`src/rtl/abpagc_pkg.sv`:
```
// shared types and constants for the block peak agc
// no dependencies
package abpagc_pkg;

	localparam int SAMPLE_W  = 32;
	localparam int SCALE_W   = 16;
	localparam int CFG_IDX_W = 2;
	localparam int CFG_DAT_W = 20;
	localparam int DIV_NW    = 32;
	localparam int DIV_DW    = 40;

	localparam logic [CFG_IDX_W-1:0] REG_FOLLOW_MODE = 2'd0;
	localparam logic [CFG_IDX_W-1:0] REG_SMOOTHING   = 2'd1;
	localparam logic [CFG_IDX_W-1:0] REG_CHANNEL_VOL = 2'd2;
	localparam logic [CFG_IDX_W-1:0] REG_WINDOW      = 2'd3;

	localparam logic [2:0] MODE_NONE   = 3'd0;
	localparam logic [2:0] MODE_SLOW   = 3'd1;
	localparam logic [2:0] MODE_FAST   = 3'd2;
	localparam logic [2:0] MODE_DOWN   = 3'd3;
	localparam logic [2:0] MODE_SPIKE  = 3'd4;

	localparam logic [2:0]  RST_MODE   = MODE_SPIKE;
	localparam logic [6:0]  RST_SMOOTH = 7'd90;
	localparam logic [7:0]  RST_VOL    = 8'd255;
	localparam logic [19:0] RST_WINDOW = 20'd11025;
	localparam logic [15:0] RST_TARGET = 16'd220;
	localparam logic [15:0] RST_SCALE  = 16'd100;

	// 40 * 32767
	localparam logic [20:0] NUM_GAIN   = 21'd1310680;

	localparam logic [3:0] STEP_NONE   = 4'd0;
	localparam logic [3:0] STEP_PREP   = 4'd1;
	localparam logic [3:0] STEP_SP     = 4'd2;
	localparam logic [3:0] STEP_SPIKE  = 4'd3;
	localparam logic [3:0] STEP_FILT   = 4'd4;
	localparam logic [3:0] STEP_TGT    = 4'd5;
	localparam logic [3:0] STEP_FOLLOW = 4'd6;
	localparam logic [3:0] STEP_SCALE  = 4'd7;
	localparam logic [3:0] STEP_FIN    = 4'd8;

	typedef struct packed {
		logic       take;
		logic [3:0] step;
	} dp_cmd_t;

	typedef struct packed {
		logic upd_go;
		logic calc_ok;
		logic filt_div;
		logic follow_div;
		logic div_done;
		logic out_free;
	} dp_sts_t;

endpackage

```
`src/rtl/abpagc_div.sv`:
```
// iterative restoring divider, one quotient bit per cycle
// depends on abpagc_pkg
module abpagc_div import abpagc_pkg::*; (
	input  logic              clk,
	input  logic              arst_n,
	input  logic              start,
	input  logic [DIV_NW-1:0] dividend,
	input  logic [DIV_DW-1:0] divisor,
	output logic              done,
	output logic [DIV_NW-1:0] quotient
);

	localparam int CNT_W = $clog2(DIV_NW + 1);

	logic [DIV_NW-1:0] dvd_q;
	logic [DIV_DW-1:0] dvs_q;
	logic [DIV_DW-1:0] rem_q;
	logic [CNT_W-1:0]  cnt_q;
	logic              busy_q;
	logic              done_q;
	logic [DIV_DW:0]   trial;
	logic              ge;

	assign trial = {rem_q, dvd_q[DIV_NW-1]};
	assign ge    = trial >= {1'b0, dvs_q};

	always_ff @(posedge clk or negedge arst_n) begin
		if (!arst_n) begin
			busy_q <= 1'b0;
			done_q <= 1'b0;
			cnt_q  <= '0;
		end else begin
			done_q <= 1'b0;
			if (start) begin
				busy_q <= 1'b1;
				cnt_q  <= CNT_W'(DIV_NW);
			end else if (busy_q) begin
				cnt_q <= cnt_q - 1'b1;
				if (cnt_q == CNT_W'(1)) begin
					busy_q <= 1'b0;
					done_q <= 1'b1;
				end
			end
		end
	end

	always_ff @(posedge clk) begin
		if (start) begin
			dvd_q <= dividend;
			dvs_q <= divisor;
			rem_q <= '0;
		end else if (busy_q) begin
			rem_q <= ge ? DIV_DW'(trial - {1'b0, dvs_q}) : trial[DIV_DW-1:0];
			dvd_q <= {dvd_q[DIV_NW-2:0], ge};
		end
	end

	assign done     = done_q;
	assign quotient = dvd_q;

endmodule

```
`src/rtl/abpagc_dp.sv`:
```
// datapath: block min/max tracking, countdown, target filter and scale follow
// depends on abpagc_pkg and abpagc_div
module abpagc_dp import abpagc_pkg::*; #(
	parameter int COUNT_WIDTH = 20
) (
	input  logic                 clk,
	input  logic                 arst_n,
	input  dp_cmd_t              cmd,
	output dp_sts_t              sts,
	input  logic [SAMPLE_W-1:0]  sample,
	input  logic                 block_end,
	input  logic                 cfg_we,
	input  logic [CFG_IDX_W-1:0] cfg_idx,
	input  logic [CFG_DAT_W-1:0] cfg_data,
	input  logic                 out_ready,
	output logic                 out_valid,
	output logic [SCALE_W-1:0]   scale_percent,
	output logic                 scale_updated
);

	logic [2:0]  mode_q;
	logic [6:0]  smooth_q;
	logic [7:0]  vol_q;
	logic [19:0] window_q;

	logic [SAMPLE_W-1:0]    max_q, min_q;
	logic [COUNT_WIDTH-1:0] len_q, cnt_q;
	logic [15:0]            t_q, s_q;
	logic [7:0]             spike_q;
	logic [29:0]            sp_q;
	logic                   add_q;
	logic                   out_valid_q, upd_out_q;
	logic [15:0]            out_scale_q;

	logic                   first, newlen_max;
	logic [SAMPLE_W-1:0]    nmax, nmin;
	logic [COUNT_WIDTH-1:0] newlen, reload;
	logic [32:0]            win_ext, cmax_ext;
	logic [6:0]             f_eff;
	logic [2:0]             f_div20;
	logic [31:0]            amx, amn, peak;
	logic [32:0]            delta;
	logic [28:0]            num;
	logic [39:0]            den;
	logic signed [30:0]     diff;
	logic [29:0]            sp_f;
	logic                   s_gt_t, repl, addp;
	logic [22:0]            wsum;
	logic                   hit;
	logic [7:0]             spike_n;
	logic                   div_start, div_done;
	logic [DIV_NW-1:0]      dvd, quo;
	logic [DIV_DW-1:0]      dvs;
	logic [16:0]            t_sum;
	logic [34:0]            s_sum;
	logic                   out_free;

	// block tracking
	assign first      = len_q == '0;
	assign nmax       = (first || $signed(sample) > $signed(max_q)) ? sample : max_q;
	assign nmin       = (first || $signed(sample) < $signed(min_q)) ? sample : min_q;
	assign newlen_max = &len_q;
	assign newlen     = newlen_max ? len_q : len_q + 1'b1;
	assign win_ext    = 33'(window_q);
	assign cmax_ext   = {{(33-COUNT_WIDTH){1'b0}}, {COUNT_WIDTH{1'b1}}};
	assign reload     = (win_ext > cmax_ext) ? {COUNT_WIDTH{1'b1}}
	                                         : win_ext[COUNT_WIDTH-1:0];

	// effective smoothing and its twentieth
	always_comb begin
		if (smooth_q == 7'd0)        f_eff = 7'd1;
		else if (smooth_q > 7'd100)  f_eff = 7'd100;
		else                         f_eff = smooth_q;
		if (f_eff >= 7'd100)         f_div20 = 3'd5;
		else if (f_eff >= 7'd80)     f_div20 = 3'd4;
		else if (f_eff >= 7'd60)     f_div20 = 3'd3;
		else if (f_eff >= 7'd40)     f_div20 = 3'd2;
		else if (f_eff >= 7'd20)     f_div20 = 3'd1;
		else                         f_div20 = 3'd0;
	end

	// peak and swing of the finished block
	assign amx   = max_q[31] ? (~max_q + 32'd1) : max_q;
	assign amn   = min_q[31] ? (~min_q + 32'd1) : min_q;
	assign peak  = (amx > amn) ? amx : amn;
	assign delta = {max_q[31], max_q} - {min_q[31], min_q};
	assign num   = 29'(vol_q) * 29'(NUM_GAIN);
	assign den   = 40'(peak) * 40'd255;

	// jump limit
	assign diff = $signed({1'b0, sp_q}) - $signed({15'd0, t_q});
	assign sp_f = (diff > 31'sd1000) ? 30'(t_q) + 30'd50 : sp_q;

	// follow mode decode
	assign s_gt_t = s_q > t_q;
	assign repl   = (mode_q == MODE_FAST) ||
	                ((mode_q == MODE_SLOW || mode_q == MODE_SPIKE || mode_q == MODE_DOWN)
	                 && s_gt_t);
	assign addp   = (mode_q == MODE_SLOW || mode_q == MODE_SPIKE) && !s_gt_t;
	assign wsum   = 23'(f_eff) * 23'(s_q) + 23'(7'd100 - f_eff) * 23'(t_q);

	// spike counter
	assign hit     = (sp_q > 30'(t_q)) && ((sp_q - 30'(t_q)) > 30'd500);
	assign spike_n = hit ? ((spike_q == 8'hFF) ? spike_q : spike_q + 8'd1) : 8'd0;

	always_comb begin
		div_start = 1'b0;
		dvd       = '0;
		dvs       = DIV_DW'(1);
		case (cmd.step)
			STEP_PREP: begin
				div_start = sts.calc_ok;
				dvd       = DIV_NW'(num);
				dvs       = den;
			end
			STEP_FILT: begin
				div_start = sts.filt_div;
				dvd       = DIV_NW'(sp_f - 30'(t_q));
				dvs       = DIV_DW'(10);
			end
			STEP_FOLLOW: begin
				div_start = repl || addp;
				if (repl) begin
					dvd = DIV_NW'(wsum);
					dvs = DIV_DW'(100);
				end else begin
					dvd = DIV_NW'(t_q - s_q);
					dvs = DIV_DW'(f_eff);
				end
			end
			default: ;
		endcase
	end

	abpagc_div u_div (
		.clk      (clk),
		.arst_n   (arst_n),
		.start    (div_start),
		.dividend (dvd),
		.divisor  (dvs),
		.done     (div_done),
		.quotient (quo)
	);

	assign t_sum    = {1'b0, t_q} + 17'(quo);
	assign s_sum    = 35'(s_q) + 35'(quo) * 35'd5;
	assign out_free = !out_valid_q || out_ready;

	assign sts.upd_go     = block_end && (cnt_q <= newlen);
	assign sts.calc_ok    = (peak != 32'd0) && !delta[32] && (|delta[31:14]);
	assign sts.filt_div   = sp_f > 30'(t_q);
	assign sts.follow_div = repl || addp;
	assign sts.div_done   = div_done;
	assign sts.out_free   = out_free;

	// configuration registers
	always_ff @(posedge clk or negedge arst_n) begin
		if (!arst_n) begin
			mode_q   <= RST_MODE;
			smooth_q <= RST_SMOOTH;
			vol_q    <= RST_VOL;
			window_q <= RST_WINDOW;
		end else if (cfg_we) begin
			unique case (cfg_idx)
				REG_FOLLOW_MODE: mode_q   <= cfg_data[2:0];
				REG_SMOOTHING:   smooth_q <= cfg_data[6:0];
				REG_CHANNEL_VOL: vol_q    <= cfg_data[7:0];
				REG_WINDOW:      window_q <= cfg_data;
				default: ;
			endcase
		end
	end

	// block state and update chain
	always_ff @(posedge clk or negedge arst_n) begin
		if (!arst_n) begin
			len_q   <= '0;
			cnt_q   <= '0;
			t_q     <= RST_TARGET;
			s_q     <= RST_SCALE;
			spike_q <= '0;
			max_q   <= '0;
			min_q   <= '0;
		end else begin
			if (cmd.take) begin
				max_q <= nmax;
				min_q <= nmin;
				if (block_end) begin
					len_q <= '0;
					cnt_q <= sts.upd_go ? reload : cnt_q - newlen;
				end else begin
					len_q <= newlen;
				end
			end
			case (cmd.step)
				STEP_SPIKE: begin
					if (mode_q == MODE_SPIKE) begin
						spike_q <= spike_n;
						if (spike_n == 8'(f_div20))
							t_q <= (sp_q > 30'hFFFF) ? 16'hFFFF : sp_q[15:0];
					end
				end
				STEP_FILT: begin
					if (!sts.filt_div)
						t_q <= sp_f[15:0];
				end
				STEP_TGT:   t_q <= t_sum[16] ? 16'hFFFF : t_sum[15:0];
				STEP_SCALE: begin
					if (add_q)
						s_q <= (|s_sum[34:16]) ? 16'hFFFF : s_sum[15:0];
					else
						s_q <= quo[15:0];
				end
				default: ;
			endcase
		end
	end

	always_ff @(posedge clk) begin
		case (cmd.step)
			STEP_PREP:   if (!sts.calc_ok) sp_q <= 30'(t_q);
			STEP_SP:     sp_q <= (quo >= 32'd110) ? 30'(quo - 32'd10) : 30'(quo);
			STEP_FOLLOW: add_q <= addp;
			default: ;
		endcase
	end

	// result register
	always_ff @(posedge clk or negedge arst_n) begin
		if (!arst_n) begin
			out_valid_q <= 1'b0;
		end else if (cmd.step == STEP_FIN ||
		             (cmd.take && block_end && !sts.upd_go)) begin
			out_valid_q <= 1'b1;
		end else if (out_ready) begin
			out_valid_q <= 1'b0;
		end
	end

	always_ff @(posedge clk) begin
		if (cmd.step == STEP_FIN) begin
			out_scale_q <= s_q;
			upd_out_q   <= 1'b1;
		end else if (cmd.take && block_end && !sts.upd_go) begin
			out_scale_q <= s_q;
			upd_out_q   <= 1'b0;
		end
	end

	assign out_valid     = out_valid_q;
	assign scale_percent = out_scale_q;
	assign scale_updated = upd_out_q;

endmodule

```
`src/rtl/abpagc_ctrl.sv`:
```
// controller: sequences the scale update over the shared divider
// depends on abpagc_pkg
module abpagc_ctrl import abpagc_pkg::*; (
	input  logic    clk,
	input  logic    arst_n,
	input  logic    in_valid,
	input  logic    block_end,
	output logic    in_ready,
	output dp_cmd_t cmd,
	input  dp_sts_t sts
);

	localparam logic [3:0] S_IDLE   = 4'd0;
	localparam logic [3:0] S_PREP   = 4'd1;
	localparam logic [3:0] S_WSP    = 4'd2;
	localparam logic [3:0] S_SPIKE  = 4'd3;
	localparam logic [3:0] S_FILT   = 4'd4;
	localparam logic [3:0] S_WT     = 4'd5;
	localparam logic [3:0] S_FOLLOW = 4'd6;
	localparam logic [3:0] S_WS     = 4'd7;
	localparam logic [3:0] S_DONE   = 4'd8;

	logic [3:0] state_q, state_n;
	logic       take;

	assign in_ready = (state_q == S_IDLE) && (!block_end || sts.out_free);
	assign take     = in_valid && in_ready;

	always_comb begin
		state_n  = state_q;
		cmd.take = take;
		cmd.step = STEP_NONE;
		unique case (state_q)
			S_IDLE:   if (take && sts.upd_go) state_n = S_PREP;
			S_PREP: begin
				cmd.step = STEP_PREP;
				state_n  = sts.calc_ok ? S_WSP : S_FILT;
			end
			S_WSP: if (sts.div_done) begin
				cmd.step = STEP_SP;
				state_n  = S_SPIKE;
			end
			S_SPIKE: begin
				cmd.step = STEP_SPIKE;
				state_n  = S_FILT;
			end
			S_FILT: begin
				cmd.step = STEP_FILT;
				state_n  = sts.filt_div ? S_WT : S_FOLLOW;
			end
			S_WT: if (sts.div_done) begin
				cmd.step = STEP_TGT;
				state_n  = S_FOLLOW;
			end
			S_FOLLOW: begin
				cmd.step = STEP_FOLLOW;
				state_n  = sts.follow_div ? S_WS : S_DONE;
			end
			S_WS: if (sts.div_done) begin
				cmd.step = STEP_SCALE;
				state_n  = S_DONE;
			end
			S_DONE: begin
				cmd.step = STEP_FIN;
				state_n  = S_IDLE;
			end
			default: state_n = S_IDLE;
		endcase
	end

	always_ff @(posedge clk or negedge arst_n) begin
		if (!arst_n) state_q <= S_IDLE;
		else         state_q <= state_n;
	end

	a_ready_idle: assert property (@(posedge clk) disable iff (!arst_n)
		in_ready |-> state_q == S_IDLE)
		else $error("input ready outside idle");

	a_done_free: assert property (@(posedge clk) disable iff (!arst_n)
		state_q == S_DONE |-> sts.out_free)
		else $error("result slot busy at update end");

	a_prep_next: assert property (@(posedge clk) disable iff (!arst_n)
		state_q == S_PREP |=> state_q == S_WSP || state_q == S_FILT)
		else $error("bad step after prep");

	a_upd_start: assert property (@(posedge clk) disable iff (!arst_n)
		take && sts.upd_go |=> state_q == S_PREP)
		else $error("update not started");

endmodule

```
`src/rtl/audio_block_peak_agc_unit.sv`:
```
// top level of the block peak agc: controller, datapath and divider
// depends on abpagc_pkg, abpagc_ctrl, abpagc_dp
//
// usage:
//  - input (in_valid/in_ready, sample, block_end) takes one audio sample
//    per cycle while in_ready is high; block_end marks a block's last sample
//  - each block end gives one item on the output channel (out_valid/out_ready,
//    scale_percent, scale_updated); other samples give none
//  - a block end whose countdown has not run out yields its item in the
//    cycle after acceptance and the input keeps flowing
//  - a block end that runs the scale update holds in_ready low while the
//    update runs: up to three divisions on the shared divider, each with a
//    wait step that hands back its quotient, plus the prep, spike, filter,
//    follow and done steps; the item is valid once the done step has run
//  - a block end is held off while an earlier item still sits unread in
//    the output register; plain samples are taken regardless
//  - configuration writes (cfg_we, cfg_idx, cfg_data) land at once and are
//    meant for idle periods only
//  - reset clears the countdown, block length and spike count, and loads
//    target 220, scale 100 and the register reset values
module audio_block_peak_agc_unit import abpagc_pkg::*; #(
	parameter int COUNT_WIDTH = 20
) (
	input  logic                 clk,
	input  logic                 arst_n,
	input  logic                 in_valid,
	output logic                 in_ready,
	input  logic [SAMPLE_W-1:0]  sample,
	input  logic                 block_end,
	output logic                 out_valid,
	input  logic                 out_ready,
	output logic [SCALE_W-1:0]   scale_percent,
	output logic                 scale_updated,
	input  logic                 cfg_we,
	input  logic [CFG_IDX_W-1:0] cfg_idx,
	input  logic [CFG_DAT_W-1:0] cfg_data
);

	dp_cmd_t cmd;
	dp_sts_t sts;

	// sequencer for the update chain
	abpagc_ctrl u_ctrl (
		.clk       (clk),
		.arst_n    (arst_n),
		.in_valid  (in_valid),
		.block_end (block_end),
		.in_ready  (in_ready),
		.cmd       (cmd),
		.sts       (sts)
	);

	// tracking, filtering and result register
	abpagc_dp #(
		.COUNT_WIDTH (COUNT_WIDTH)
	) u_dp (
		.clk           (clk),
		.arst_n        (arst_n),
		.cmd           (cmd),
		.sts           (sts),
		.sample        (sample),
		.block_end     (block_end),
		.cfg_we        (cfg_we),
		.cfg_idx       (cfg_idx),
		.cfg_data      (cfg_data),
		.out_ready     (out_ready),
		.out_valid     (out_valid),
		.scale_percent (scale_percent),
		.scale_updated (scale_updated)
	);

endmodule

```
`config.mk`:
```
export PLATFORM = sky130hd
export DESIGN_NAME = audio_block_peak_agc_unit
export DESIGN_NICKNAME = d
export VERILOG_FILES = /design/src/rtl/abpagc_pkg.sv /design/src/rtl/abpagc_div.sv /design/src/rtl/abpagc_dp.sv /design/src/rtl/abpagc_ctrl.sv /design/src/rtl/audio_block_peak_agc_unit.sv
export SDC_FILE = /design/constraint.sdc
export NUM_CORES = 2
export LEC_CHECK = 0
export BUFFER_PORTS_ARGS = -buffer_cell sky130_fd_sc_hd__buf_2
export CORE_MARGIN = 2
export CORE_UTILIZATION = 50
export CTS_BUF_LIST = sky130_fd_sc_hd__clkbuf_2 sky130_fd_sc_hd__clkbuf_4 sky130_fd_sc_hd__clkbuf_8
export DETAILED_ROUTE_END_ITERATION = 10
export PLACE_DENSITY = 0.78
export SYNTH_ARGS = -nofsm -noshare
export SYNTH_HDL_FRONTEND = slang
export SYNTH_SLANG_ARGS = --single-unit
```
`constraint.sdc`:
```
create_clock -name clk -period 26.8 [get_ports clk]
set_clock_uncertainty 0.15 [all_clocks]
set_input_delay 2.68 -clock clk [delete_from_list [all_inputs] [get_ports clk]]
set_output_delay 2.68 -clock clk [all_outputs]
set_load 0.005 [all_outputs]
```
## Yosys cells after proc, flatten, opt, wreduce, memory -nomap -nowiden

Cells that the tools add are included.

| cells by class | value |
|---|---|
| add/sub/neg operators | 18 |
| multipliers | 5 |
| order comparisons | 19 |
| equality and inequality tests | 34 |
| mux-type cells | 60 |
| bitwise logic cells | 2 |
| reductions and logical operators | 49 |

Operator list:

| kind | count |
|---|---|
| two-way mux 32 bit | 6 |
| two-way mux 16 bit | 9 |
| one-hot mux 40 bit (3 select lines) | 1 |
| one-hot mux 32 bit (3 select lines) | 1 |
| two-way mux 30 bit | 3 |
| two-way mux 20 bit | 4 |
| adder 32 x 1 -> 32 bit, second input constant | 2 |
| > comparator 32 bit | 2 |
| NOT 32 bit | 2 |
| one-hot mux 4 bit (8 select lines) | 2 |
| subtractor 30 x 16 -> 31 bit | 2 |
| > comparator 30 x 16 -> 1 bit | 2 |
| one-hot mux 30 bit (2 select lines) | 1 |
| one-hot mux 16 bit (3 select lines) | 1 |
| >= comparator 41 x 40 -> 1 bit | 1 |
| multiplier 32 x 8 -> 40 bit, second input constant | 1 |
| two-way mux 40 bit | 1 |
| subtractor 40 bit | 1 |
| adder 16 x 35 -> 35 bit | 1 |
| multiplier 32 x 3 -> 35 bit, second input constant | 1 |
| subtractor 32 x 32 -> 33 bit | 1 |
| equality test 4 x 3 -> 1 bit, second input constant | 8 |
| >= comparator 32 x 7 -> 1 bit, second input constant | 1 |
| < comparator 32 bit | 1 |
| other kinds (60) | 132 |

| word-level totals | value |
|---|---|
| register bits | 355 |
| input bits | 60 |
| output and inout bits | 19 |
| logic and storage cells | 210 |

## Longest topological paths before layout

| depth | value |
|---|---|
| depth after elaboration | 13 |
| depth in mapped cells | 45 |
| gate-level depth less buffers | 44 |

## Hierarchy

From an unflattened synthesis, not the netlist that was laid out.

| second synthesis, totals | value |
|---|---|
| cells, all modules | 5412 |
| area total of the unflattened synthesis | 47506.8 µm² |

Modules (own cells, without submodules):

| module | instances | cells each | area each (µm²) | sequential area each (µm²) |
|---|---|---|---|---|
| abpagc_dp | 1 | 4650 | 40159.8 | 6044.5 |
| abpagc_div | 1 | 713 | 6955.4 | 3163.0 |
| abpagc_ctrl | 1 | 49 | 391.6 | 100.1 |

## Worst setup path before layout

OpenSTA, ideal clock, no wires.

| timing | value |
|---|---|
| path type | register to register |
| start point | reg u_dp.min_q[5] |
| end point | reg u_dp.u_div.dvs_q[38] (data pin) |
| setup time | 0.266 ns |
| data arrival time | 9.974 ns |
| required time | 26.384 ns |
| slack | 16.410 ns |
| stages on the path, launching flop included | 44 |
| path buffers | 2 |
| cells stage by stage | dfrtp_1 -> nor4_1 -> nand4_1 -> or4_1 -> or2_2 -> nand2b_1 -> or4_1 -> o41ai_1 -> xnor2_1 -> ha_1 -> a21o_1 -> a21o_1 -> a21oi_1 -> nor2b_1 -> o21ai_0 -> nand2b_1 -> a21oi_1 -> o211ai_1 -> [... 8 more ...] -> inv_1 -> fa_1 -> fa_1 -> inv_1 -> ha_1 -> a21o_1 -> a21o_1 -> a21o_1 -> a21oi_1 -> o31ai_1 -> a211oi_1 -> o41a_1 -> o21ai_0 -> o221ai_1 -> and2_1 -> o31ai_1 -> xnor2_1 -> nor2_1 |

| on the way | value |
|---|---|
| cells in the longest elaborated chain, start to end | 7 |

RTL lines:

| element | line | text |
|---|---|---|
| start, declared | abpagc_dp.sv:26 | `logic [SAMPLE_W-1:0] max_q, min_q;` |
| start signal, assigned | abpagc_dp.sv:187 | `min_q <= nmin;` |
| NOT 32 bit | abpagc_dp.sv:84 | `assign amn = min_q[31] ? (~min_q + 32'd1) : min_q;` |
| adder 32 x 1 -> 32 bit | abpagc_dp.sv:84 |  |
| two-way mux 32 bit * | abpagc_dp.sv:84 |  |
| > comparator 32 bit | abpagc_dp.sv:85 | `assign peak = (amx > amn) ? amx : amn;` |
| two-way mux 32 bit * | abpagc_dp.sv:85 |  |
| multiplier 32 x 8 -> 40 bit * | abpagc_dp.sv:88 | `assign den = 40'(peak) * 40'd255;` |
| one-hot mux 40 bit (3 select lines) * | abpagc_dp.sv:110 | `case (cmd.step)` |
| net u_dp.dvs[38] | abpagc_dp.sv:53 | `logic [DIV_DW-1:0] dvs;` |
| end signal, assigned | abpagc_div.sv:50 | `dvs_q <= divisor;` |
| end, declared | abpagc_div.sv:16 | `logic [DIV_DW-1:0] dvs_q;` |

Mark *: on every way through the listed nets, which the timed path passes. The rest lies on a longest branch.
A chain may end at the register's enable or synchronous reset.

## Final worst setup path

Ends and elaborated chain as after synthesis.

==> impl_metrics.tcl <==
set metrics [dict create \
    status "finished clean" \
    initial_core_util_pct 50.4 \
    synth-warning-count 0 \
    n_fill_cell 8573 \
    place_inst 6716 \
    post_cts_buffers 0 \
    synth-edff-count 119 \
    cts_tree "built" \
    register_area_um2 9310 \
    cts_root_buf "clkbuf_8" \
    seq_area_frac_synth_pct 19.1 \
    regToRegEndpoint "u_dp.u_div.dvs_q[38]" \
    cts_resized 0 \
    antenna_left 0 \
    critical_path_class "flop to flop" \
    period_needed_ns 11.51 \
    start_kind "flop" \
    drtIter0Drc 3155 \
    grt_pass1_wl_mm 206 \
    drive_gt1_share_pct 8.93 \
    cp-startpoint "u_dp.min_q[5]" \
    globalRouteTotalUtil_pct 25.7 \
    synth_flop_cell "dfrtp_1" \
    clkLatencyLatePin_ns 0.68 \
    antenna_found_initial 4 \
    cts_max_level 3 \
    stdcell_count 6843 \
    vias 39500 \
    clock-sinks 355 \
    clockBufferDepth 3 \
    synth_area_leaders "fa_1 (18%), ha_1 (15%), dfrtp_1 (8.6%)" \
    drc 0 \
    worst_setup_path_end_kind "flop" \
    slowest_delay_ns 0.71 \
    nets 6588 \
    rsz0062_at_grt "no" \
    hold_buffers 0 \
    crit_end "u_dp.u_div.dvs_q[38]" \
    ys_ff_latch 355 \
    core-area_um2 96600 \
    syn2layout_area_growth_pct 6.48 \
    finalCritPeriodShare_pct 43.0 \
    dpl.hpwl_mm 103 \
    synth_area_um2 48700 \
    layout_commonest_cell "inv_1" \
    io_pins 79 \
    cts_made_buffers 70 \
    synth.top_cell.area_share_pct 18.2 \
    ys_types 95 \
    ff2ff_setup_slack_ns 15.29 \
    finalHoldViolations 0 \
    setup_viol 0 \
    portBuffers 78 \
    die_x_um 316 \
    overflow 0 \
    fmax_ghz 0.0869 \
    crit_arrival_ns 11.74 \
    final_max_slew_viol_count 0 \
    grt_pass1_vias 39100 \
    r2r_start "u_dp.min_q[5]" \
    gp_congestion 0.966 \
    critPathSlowestCell "mux2i_1" \
    worst_path_most_repeated_cell "a21o_1" \
    die_h_um 316 \
    multi_input_area_um2 35500 \
    rows 114 \
    reg2reg_depth 41 \
    drv_cap 0 \
    async_reset_ff_share_pct 54.9 \
    netlist_instances 5464 \
    tns_ns 0 \
    final_cell_mix "inv_1 (893), ha_1 (573), fa_1 (443), nand2_1 (394), nor2_1 (379)" \
    syn-mean-instance-area_um2 8.92 \
    hold_class "flop to flop" \
    cp_max_fo 34 \
    wl_mm 128 \
    via_per_inst 5.77 \
    die_area_um2 99900 \
    clkSlewWorstSetupHoldPaths_ns 0.06 \
    synth.largest_area_cell "fa_1" \
    wire_per_inst_um 18.7 \
    first_pass_iters 6 \
    required_ns 27.03 \
    grt_max_degree 84 \
    tightest_slew_ns 1.28 \
    slew_headroom_pct 14.5 \
]
[synth_stat cells (all sizes together) (37+ instances only)]
cell type,n
nor3,73
nor2b,61
a21o,113
edfxtp,119
a31oi,61
a211oi,60
a21oi,288
mux2,158
ha,573
nor2,379
o21ai,272
clkbuf,146
dfrtp,168
o31ai,37
nand2,395
nand4,63
xnor2,225
nand2b,51
dfxtp,41
nand3,88
and2,76
mux2i,76
xor2,112
fa,443
o21a,52
inv,894
[metrics by stage]
stage | utilization (%) | setup slack [ns] | instance area, um2 | hold WS (ns)
floorplan | - | 16.41 | 48900 | 0.273
global placement | 52.2 | 15.60 | 50400 | 0.318
detailed placement | 52.2 | 15.39 | 50400 | 0.325
CTS | 53.7 | 15.33 | 51900 | 0.333
global route | 53.7 | 14.36 | 51900 | 0.367
finish | 53.7 | 15.29 | 51900 | 0.335
[routing by layer]
metal  GRT usage (%)  share of wire, %
met1            35.4                44
met5               0            0.0086
met2            41.1                45
met4            9.89               3.8
met3            3.78               7.2
[flip-flops by register name, summed over array words and instances (netlist names), 6 cells and up]
signal	flops
u_dp.spike_q	8
u_dp.min_q	32
u_dp.max_q	32
u_dp.window_q	20
u_dp.u_div.quotient	32
u_dp.sp_q	30
u_dp.vol_q	8
u_dp.s_q	16
u_dp.u_div.dvs_q	40
u_dp.smooth_q	7
u_dp.len_q	20
u_dp.scale_percent	16
u_dp.u_div.rem_q	40
u_dp.cnt_q	20
u_dp.t_q	16
u_dp.u_div.cnt_q	6
[kinds of logic (layout without fill, tap and decap cells)]
logic type,after synthesis,count (layout),synth area share (%)
and+or+nand+nor,1343,1343,13.1
AOI/OAI and AO/OA,1107,1107,14.9
buffers and inverters,1070,1134,8.46
adders and majority gates,1016,1016,32.9
DFF,355,355,19.1
xor gates and xnor gates,337,337,6.06
muxes,234,234,5.48
other,2,41,0.0154
[worst max-delay path: cells and delay by family, from the launching register on]
kind            cells  cell delay [ns]
buf+inv             4             0.37
compound gates     18             3.89
xor+xnor            2             0.36
flops               1             0.43
fa+ha+maj           6             2.87
simple gates       10             2.47
mux                 1             0.71
[worst min path at each step]
stage	slack (ns)	start	to	depth (start not counted)
after floorplan	0.27	u_dp.s_q[10]	u_dp.scale_percent[10]	0
after global placement	0.32	u_dp.cnt_q[0]	u_dp.cnt_q[0]	2
after detailed placement	0.32	u_dp.scale_updated	u_dp.scale_updated	2
after CTS	0.33	u_dp.scale_updated	u_dp.scale_updated	2
after global routing	0.37	u_dp.cnt_q[2]	u_dp.cnt_q[2]	2
final	0.33	u_dp.scale_updated	u_dp.scale_updated	2
[area by class of cell]
cell class	count	share of cell area, %
multi-input cells	4077	68.4
inverters	894	6.48
well taps	1276	3.08
repair buffers	114	1.29
clock inverters	22	0.330
clock buffers	104	2.47
diodes	1	0.00482
flip-flops and latches	355	17.9
Power is not shown: default switching activity piles up to over one toggle a cycle in this logic, so the estimate is an artifact.
